==> src/rtl/psp_pkg.sv <==
// Shared constants, types and a helper function for the Pauli string product pipeline.
package psp_pkg;

    localparam int QUBITS       = 16;
    localparam int FIELD_QUBITS = 16;
    localparam int NQ           = (QUBITS > FIELD_QUBITS) ? FIELD_QUBITS : QUBITS;
    localparam int OPS_W        = 2 * FIELD_QUBITS;
    localparam int COEF_W       = 16;
    localparam int FRAC_BITS    = 13;
    localparam int MUL_W        = 2 * COEF_W;
    localparam int SUM_W        = MUL_W + 1;
    localparam int ROT_W        = SUM_W + 1;
    localparam int RND_W        = ROT_W + 1 - FRAC_BITS;
    localparam int PHASE_W      = 2;
    localparam int CNT_W        = $clog2(FIELD_QUBITS + 1);

    localparam int S_TDATA_W    = OPS_W * 2 + COEF_W * 4;
    localparam int M_FIELDS_W   = OPS_W + COEF_W * 2 + 2;
    localparam int M_TDATA_W    = ((M_FIELDS_W + 7) / 8) * 8;

    typedef enum logic [1:0] {
        PAULI_I = 2'd0,
        PAULI_X = 2'd1,
        PAULI_Y = 2'd2,
        PAULI_Z = 2'd3
    } pauli_t;

    typedef enum logic [PHASE_W-1:0] {
        PHASE_ONE    = 2'd0,
        PHASE_POS_I  = 2'd1,
        PHASE_NEG    = 2'd2,
        PHASE_NEG_I  = 2'd3
    } phase_t;

    // Cyclic successor in the order X -> Y -> Z -> X
    function automatic pauli_t pauli_next(input pauli_t p);
        pauli_t r;
        case (p)
            PAULI_X: r = PAULI_Y;
            PAULI_Y: r = PAULI_Z;
            PAULI_Z: r = PAULI_X;
            default: r = PAULI_I;
        endcase
        return r;
    endfunction

    typedef struct packed {
        logic [OPS_W-1:0]        ops;
        phase_t                  phase;
        logic signed [MUL_W-1:0] rr;
        logic signed [MUL_W-1:0] ii;
        logic signed [MUL_W-1:0] ri;
        logic signed [MUL_W-1:0] ir;
    } s1_t;

    typedef struct packed {
        logic [OPS_W-1:0]        ops;
        phase_t                  phase;
        logic signed [SUM_W-1:0] re;
        logic signed [SUM_W-1:0] im;
    } s2_t;

    typedef struct packed {
        logic [OPS_W-1:0]        ops;
        logic signed [RND_W-1:0] re;
        logic signed [RND_W-1:0] im;
    } s3_t;

    typedef struct packed {
        logic [OPS_W-1:0]         ops;
        logic signed [COEF_W-1:0] re;
        logic signed [COEF_W-1:0] im;
        logic                     identity_flag;
        logic                     saturated;
    } s4_t;

endpackage

==> src/rtl/psp_phase.sv <==
// Per-qubit operator XOR and phase accumulation of the two strings.
module psp_phase (
    input  logic [psp_pkg::OPS_W-1:0] a_ops,
    input  logic [psp_pkg::OPS_W-1:0] b_ops,
    output logic [psp_pkg::OPS_W-1:0] prod_ops,
    output psp_pkg::phase_t           phase
);
    import psp_pkg::*;

    logic [FIELD_QUBITS-1:0] plus_vec;
    logic [FIELD_QUBITS-1:0] minus_vec;
    logic [CNT_W-1:0]        plus_cnt;
    logic [CNT_W-1:0]        minus_cnt;
    logic [CNT_W-1:0]        diff;

    for (genvar q = 0; q < FIELD_QUBITS; q++) begin : g_qubit
        if (q < NQ) begin : g_live
            pauli_t a_op;
            pauli_t b_op;
            logic   anti;
            assign a_op = pauli_t'(a_ops[2*q +: 2]);
            assign b_op = pauli_t'(b_ops[2*q +: 2]);
            assign anti = (a_op != PAULI_I) && (b_op != PAULI_I) && (a_op != b_op);
            assign plus_vec[q]  = anti && (b_op == pauli_next(a_op));
            assign minus_vec[q] = anti && (b_op != pauli_next(a_op));
            assign prod_ops[2*q +: 2] = a_ops[2*q +: 2] ^ b_ops[2*q +: 2];
        end else begin : g_dead
            // qubits beyond the string length read as identity
            assign plus_vec[q]  = 1'b0;
            assign minus_vec[q] = 1'b0;
            assign prod_ops[2*q +: 2] = PAULI_I;
        end
    end

    assign plus_cnt  = CNT_W'($countones(plus_vec));
    assign minus_cnt = CNT_W'($countones(minus_vec));
    // +i counts once, -i counts as three quarter turns: net turns mod 4
    assign diff      = plus_cnt - minus_cnt;
    assign phase     = phase_t'(diff[PHASE_W-1:0]);

endmodule

==> src/rtl/psp_rnd.sv <==
// Rotation of the exact complex product by a power of i, then rounding to Q2.13.
module psp_rnd (
    input  psp_pkg::phase_t                  phase,
    input  logic signed [psp_pkg::SUM_W-1:0] re_in,
    input  logic signed [psp_pkg::SUM_W-1:0] im_in,
    output logic signed [psp_pkg::RND_W-1:0] re_out,
    output logic signed [psp_pkg::RND_W-1:0] im_out
);
    import psp_pkg::*;

    localparam logic signed [ROT_W:0] HALF_LSB = (ROT_W + 1)'(1) << (FRAC_BITS - 1);

    logic signed [ROT_W-1:0] re_w;
    logic signed [ROT_W-1:0] im_w;
    logic signed [ROT_W-1:0] re_rot;
    logic signed [ROT_W-1:0] im_rot;
    logic signed [ROT_W:0]   re_biased;
    logic signed [ROT_W:0]   im_biased;

    assign re_w = ROT_W'(re_in);
    assign im_w = ROT_W'(im_in);

    always_comb begin
        case (phase)
            PHASE_POS_I: begin
                re_rot = -im_w;
                im_rot = re_w;
            end
            PHASE_NEG: begin
                re_rot = -re_w;
                im_rot = -im_w;
            end
            PHASE_NEG_I: begin
                re_rot = im_w;
                im_rot = -re_w;
            end
            default: begin
                re_rot = re_w;
                im_rot = im_w;
            end
        endcase
    end

    // add half an LSB and floor: ties go toward plus infinity
    assign re_biased = (ROT_W + 1)'(re_rot) + HALF_LSB;
    assign im_biased = (ROT_W + 1)'(im_rot) + HALF_LSB;
    assign re_out    = RND_W'(re_biased >>> FRAC_BITS);
    assign im_out    = RND_W'(im_biased >>> FRAC_BITS);

endmodule

==> src/rtl/psp_sat.sv <==
// Saturation to 16 bits and result flags.
module psp_sat (
    input  psp_pkg::s3_t stage_in,
    output psp_pkg::s4_t stage_out
);
    import psp_pkg::*;

    localparam logic signed [RND_W-1:0] MAX_V = RND_W'((1 << (COEF_W - 1)) - 1);
    localparam logic signed [RND_W-1:0] MIN_V = -RND_W'(1 << (COEF_W - 1));

    logic signed [COEF_W-1:0] re_c;
    logic signed [COEF_W-1:0] im_c;
    logic                     re_sat;
    logic                     im_sat;

    always_comb begin
        re_sat = 1'b1;
        im_sat = 1'b1;
        if (stage_in.re > MAX_V) begin
            re_c = MAX_V[COEF_W-1:0];
        end else if (stage_in.re < MIN_V) begin
            re_c = MIN_V[COEF_W-1:0];
        end else begin
            re_c   = stage_in.re[COEF_W-1:0];
            re_sat = 1'b0;
        end
        if (stage_in.im > MAX_V) begin
            im_c = MAX_V[COEF_W-1:0];
        end else if (stage_in.im < MIN_V) begin
            im_c = MIN_V[COEF_W-1:0];
        end else begin
            im_c   = stage_in.im[COEF_W-1:0];
            im_sat = 1'b0;
        end
    end

    assign stage_out.ops           = stage_in.ops;
    assign stage_out.re            = re_c;
    assign stage_out.im            = im_c;
    assign stage_out.identity_flag = (stage_in.ops == '0) && ((re_c != '0) || (im_c != '0));
    assign stage_out.saturated     = re_sat || im_sat;

endmodule

==> src/rtl/pauli_string_product.sv <==
// Top level of the Pauli string product pipeline.
// Multiplies two weighted Pauli strings (16 qubits, 2 bits each, Q2.13 complex
// coefficients) and returns the product string, its rounded and saturated
// coefficient and two flags. Four register stages: four 16x16 multiplies and
// the per-qubit phase count, the complex add, rotation by i^phase with
// rounding, then saturation into the output register. A request is accepted
// every cycle while s_axis_tready is high, and m_axis_tvalid is the valid bit of
// the output register. The ready path runs combinationally from m_axis_tready
// back through the stage valids, so any stage bubble is filled while the
// output is stalled.
module pauli_string_product (
    input  logic                            aclk,
    input  logic                            aresetn,
    input  logic                            s_axis_tvalid,
    output logic                            s_axis_tready,
    // a_ops[31:0], b_ops[63:32], a_re[79:64], a_im[95:80], b_re[111:96], b_im[127:112]
    input  logic [psp_pkg::S_TDATA_W-1:0]   s_axis_tdata,
    output logic                            m_axis_tvalid,
    input  logic                            m_axis_tready,
    // prod_ops[31:0], prod_re[47:32], prod_im[63:48], identity_flag[64], saturated[65], zero pad
    output logic [psp_pkg::M_TDATA_W-1:0]   m_axis_tdata
);
    import psp_pkg::*;

    logic [OPS_W-1:0]         a_ops;
    logic [OPS_W-1:0]         b_ops;
    logic signed [COEF_W-1:0] a_re;
    logic signed [COEF_W-1:0] a_im;
    logic signed [COEF_W-1:0] b_re;
    logic signed [COEF_W-1:0] b_im;

    s1_t s1_next, s1_reg;
    s2_t s2_next, s2_reg;
    s3_t s3_next, s3_reg;
    s4_t s4_next, s4_reg;
    logic v1_reg, v2_reg, v3_reg, v4_reg;
    logic rdy1, rdy2, rdy3, rdy4;

    assign a_ops = s_axis_tdata[0 +: OPS_W];
    assign b_ops = s_axis_tdata[OPS_W +: OPS_W];
    assign a_re  = s_axis_tdata[2*OPS_W +: COEF_W];
    assign a_im  = s_axis_tdata[2*OPS_W + COEF_W +: COEF_W];
    assign b_re  = s_axis_tdata[2*OPS_W + 2*COEF_W +: COEF_W];
    assign b_im  = s_axis_tdata[2*OPS_W + 3*COEF_W +: COEF_W];

    // a stage may load when it is empty or its content moves on this cycle
    assign rdy4 = !v4_reg || m_axis_tready;
    assign rdy3 = !v3_reg || rdy4;
    assign rdy2 = !v2_reg || rdy3;
    assign rdy1 = !v1_reg || rdy2;
    assign s_axis_tready = rdy1;

    // stage 1: partial products and phase
    psp_phase u_phase (
        .a_ops    (a_ops),
        .b_ops    (b_ops),
        .prod_ops (s1_next.ops),
        .phase    (s1_next.phase)
    );

    assign s1_next.rr = MUL_W'(a_re * b_re);
    assign s1_next.ii = MUL_W'(a_im * b_im);
    assign s1_next.ri = MUL_W'(a_re * b_im);
    assign s1_next.ir = MUL_W'(a_im * b_re);

    // stage 2: complex combine
    assign s2_next.ops   = s1_reg.ops;
    assign s2_next.phase = s1_reg.phase;
    assign s2_next.re    = SUM_W'(s1_reg.rr) - SUM_W'(s1_reg.ii);
    assign s2_next.im    = SUM_W'(s1_reg.ri) + SUM_W'(s1_reg.ir);

    // stage 3: rotate and round
    assign s3_next.ops = s2_reg.ops;

    psp_rnd u_rnd (
        .phase  (s2_reg.phase),
        .re_in  (s2_reg.re),
        .im_in  (s2_reg.im),
        .re_out (s3_next.re),
        .im_out (s3_next.im)
    );

    // stage 4: saturate and flag
    psp_sat u_sat (
        .stage_in  (s3_reg),
        .stage_out (s4_next)
    );

    always_ff @(posedge aclk) begin
        if (!aresetn) begin
            v1_reg <= 1'b0;
            v2_reg <= 1'b0;
            v3_reg <= 1'b0;
            v4_reg <= 1'b0;
        end else begin
            if (rdy1) begin
                v1_reg <= s_axis_tvalid;
            end
            if (rdy2) begin
                v2_reg <= v1_reg;
            end
            if (rdy3) begin
                v3_reg <= v2_reg;
            end
            if (rdy4) begin
                v4_reg <= v3_reg;
            end
        end
    end

    always_ff @(posedge aclk) begin
        if (rdy1 && s_axis_tvalid) begin
            s1_reg <= s1_next;
        end
        if (rdy2 && v1_reg) begin
            s2_reg <= s2_next;
        end
        if (rdy3 && v2_reg) begin
            s3_reg <= s3_next;
        end
        if (rdy4 && v3_reg) begin
            s4_reg <= s4_next;
        end
    end

    assign m_axis_tvalid = v4_reg;
    assign m_axis_tdata  = M_TDATA_W'({s4_reg.saturated, s4_reg.identity_flag,
                                       s4_reg.im, s4_reg.re, s4_reg.ops});

endmodule

==> config.mk <==
export PLATFORM = sky130hd
export DESIGN_NAME = pauli_string_product
export DESIGN_NICKNAME = d
export VERILOG_FILES = /design/src/rtl/psp_pkg.sv /design/src/rtl/psp_phase.sv /design/src/rtl/psp_rnd.sv /design/src/rtl/psp_sat.sv /design/src/rtl/pauli_string_product.sv
export SDC_FILE = /design/constraint.sdc
export NUM_CORES = 2
export LEC_CHECK = 0
export BUFFER_PORTS_ARGS = -buffer_cell sky130_fd_sc_hd__buf_2
export CAP_MARGIN = 5
export CORE_MARGIN = 1.5
export CORE_UTILIZATION = 65
export DETAILED_ROUTE_END_ITERATION = 6
export HOLD_SLACK_MARGIN = 0.08
export MAX_ROUTING_LAYER = met4
export PLACE_DENSITY_LB_ADDON = 0.05
export SLEW_MARGIN = 20
export SYNTH_ARGS = -nofsm -noshare
export SYNTH_HDL_FRONTEND = slang
export SYNTH_SLANG_ARGS = --single-unit
==> constraint.sdc <==
create_clock -name aclk -period 13.1 [get_ports aclk]
set_input_delay 0 -clock aclk [delete_from_list [all_inputs] [get_ports aclk]]
set_output_delay 0 -clock aclk [all_outputs]
set_load 0.01 [all_outputs]
==> results.cfg <==
[outcome]
outcome = finished, final reports clean

[timing]
slew_headroom = 0.2571
slew_violations = 0
tns_ns = 0
whs_ns = 0.1378
grt_setup_unrepaired = no
fmax_ghz = 0.1557
hold_violations = 0
setup_viol = 0
fin_crit_ns = 6.425
worstMarginPinSlew_ns = 1.104
fin_crit_sh = 0.4904
clock_skew_ns = 0.02676

[routing]
first_pass_iters = 5
wl_per_cell_um = 19.22
drtIter0Drc = 2419
num_vias = 42070
vias_per_cell = 5.622
drcViolationCount = 0
routed_wl_um = 143800
ant_nets = 0

[finish]
fin_util = 0.7017
area_delta_synth_final_pct = 6.520
final_cells = 7483
nets = 7835
largest_register_ffs = 162
fill_cells = 7122
final_layout_size_suffix_gt1_frac = 0.05523

[cts]
cts_tree = built
htreeDepth = 2
clkTransAtPathRegs_ns = 0.05
post-cts-setup-buffer-count = 0
worstSkewPairLatency_ns = 0.60
cts_root_buf = clkbuf_16
cts_buffer_depth = 3
postCtsResizedCells = 0
hold_buffers = 68
cts_buffers = 43
cts.sinks = 408

[synthesis]
synthCells = 6096
ys_seq_area_frac = 0.2016
synth_flop_cell = edfxtp_1
synth_top_area_frac = 0.3520
netlist.top_cell.by_area = fa_1
synth_area_um2 = 60560
ys_async_sr_fraction = 0
ys_types = 85
ys_warn_count = 0
post-synth-top-count-cell = inv_1
syn-mean-instance-area_um2 = 9.935
yosys-top-cells-area = fa_1 35%, edfxtp_1 20%, ha_1 9.2%
ys_ff_latch = 408
synthTopCellsByCount = 1279 x inv_1, 1065 x fa_1, 602 x nand2_1, 495 x and2_1, 443 x ha_1
synth_edf_count = 404

[floorplan]
core_um2 = 91940
die_h_um = 308.2
die_x_um = 308.2
rows = 111
initial_core_util = 0.6587
ios = 206
die_area_um2 = 95020

[global_routing]
antenna_found_initial = 18
track_usage = 0.3235
grt_pass1_vias = 44750
grt_max_degree = 75
grt_pass1_wl_um = 230700
grt_overflow = 0

[worst_setup_path]
setup.worst_path.end_class = register
r2r_setup_slack_ns = 7.77
worstReg2RegEnd = s3_reg[17]
r2r.worst_path.cells = 10
arrival_ns = 6.75
critPathKind = primary input to register
reg2reg_from = s2_reg[39]
startpoint_type = primary input
cp_data_required_time_ns = 13.43
worst-path-max-fanout = 32

[place]
gp_congestion = 0.8996
dp.cells = 7325
portBuffers = 199
hpwl_um = 111600

[hold_path]
worstHoldPathCells = 6
holdCritPathClass = primary input to register
hold-path-endpoint = s1_reg[128]
min_from = s_axis_tdata[23]

[flow_run]
drv_cap = 0
[through the flow]
stage	setup slack [ns]	instance area [µm²]
2_1_floorplan	3.256	60580
3_3_place_gp	6.190	62330
3_5_place_dp	6.099	62330
4_1_cts	6.712	64480
5_1_grt	6.402	64500
6_report	6.675	64510
[layout make-up]
type	instances	area (µm²)	area share
Timing Repair Buffer	291	1857	0.02878
Antenna cell	11	27.53	0.0004267
Inverter	1279	4801	0.07442
Clock inverter	32	357.8	0.005547
Clock buffer	47	1112	0.01724
Tap cell	1243	1555	0.02411
Sequential cell	408	12210	0.1893
Multi-Input combinational cell	4172	42590	0.6602
[kinds of logic after synthesis]
kind of cell	after synthesis	synth area share
simple gates	1674	0.1384
buf+inv	1521	0.09623
fa+ha+maj	1508	0.4435
compound gates	641	0.06997
flops	408	0.2016
xor+xnor	320	0.04628
mux	23	0.003904
other cells	1	0.00006192
[cells in the final DEF, fill, tap and decap left out, drive strengths merged, types with 21 or more instances in the layout]
cell / instances
nand2b: 39
xor2: 118
clkbuf: 47
nor2: 215
and3: 21
a21oi: 135
nand3: 67
fa: 1065
buf: 223
nor4: 33
o31ai: 21
nor3: 68
a21o: 64
xnor2: 202
nand4: 24
and2: 496
edfxtp: 404
o21a: 49
dlygate4sd3: 68
inv: 1282
o21ai: 149
o211ai: 21
nand2: 602
a211oi: 36
a31oi: 23
or3: 29
ha: 443
nor2b: 25
[routing by layer]
| layer | up-vias | track usage | share of wire |
|---|---|---|---|
| met5 | - | - | 0 |
| met4 | 0 | 0.1007 | 0.030 |
| met3 | 313 | 0.05264 | 0.074 |
| met2 | 1199 | 0.5613 | 0.51 |
| met1 | 21320 | 0.3873 | 0.39 |
| li1 | 19230 | - | - |
[how the worst max path moves through the flow]
stage	startpoint	endpoint	slack, ns	cells after the start
CTS	s_axis_tdata[119]	s1_reg[63]	6.71	23
finish	s_axis_tdata[119]	s1_reg[63]	6.68	23
global route	s_axis_tdata[119]	s1_reg[63]	6.40	23
detailed placement	s_axis_tdata[119]	s1_reg[63]	6.10	23
global placement	s_axis_tdata[119]	s1_reg[63]	6.19	23
floorplan	v1_reg	s1_reg[0]	3.26	1
[critical path: stages]
cell and delay [ns]:
buf_2 0.66, nand2_1 0.18, fa_1 0.57, inv_1 0.05, fa_1 0.50, inv_1 0.06
fa_1 0.53, inv_1 0.05, fa_1 0.45, fa_1 0.49, inv_1 0.05, fa_1 0.47
inv_1 0.04, ha_1 0.29, o21ai_0 0.12, a21oi_1 0.36, a2111oi_0 0.19, buf_4 0.18
o41ai_1 0.79, and3_1 0.35, nand3_1 0.10, a21oi_1 0.17, xnor2_1 0.08
Power is not shown: default switching activity piles up to over one toggle a cycle in this logic, so the estimate is an artifact.
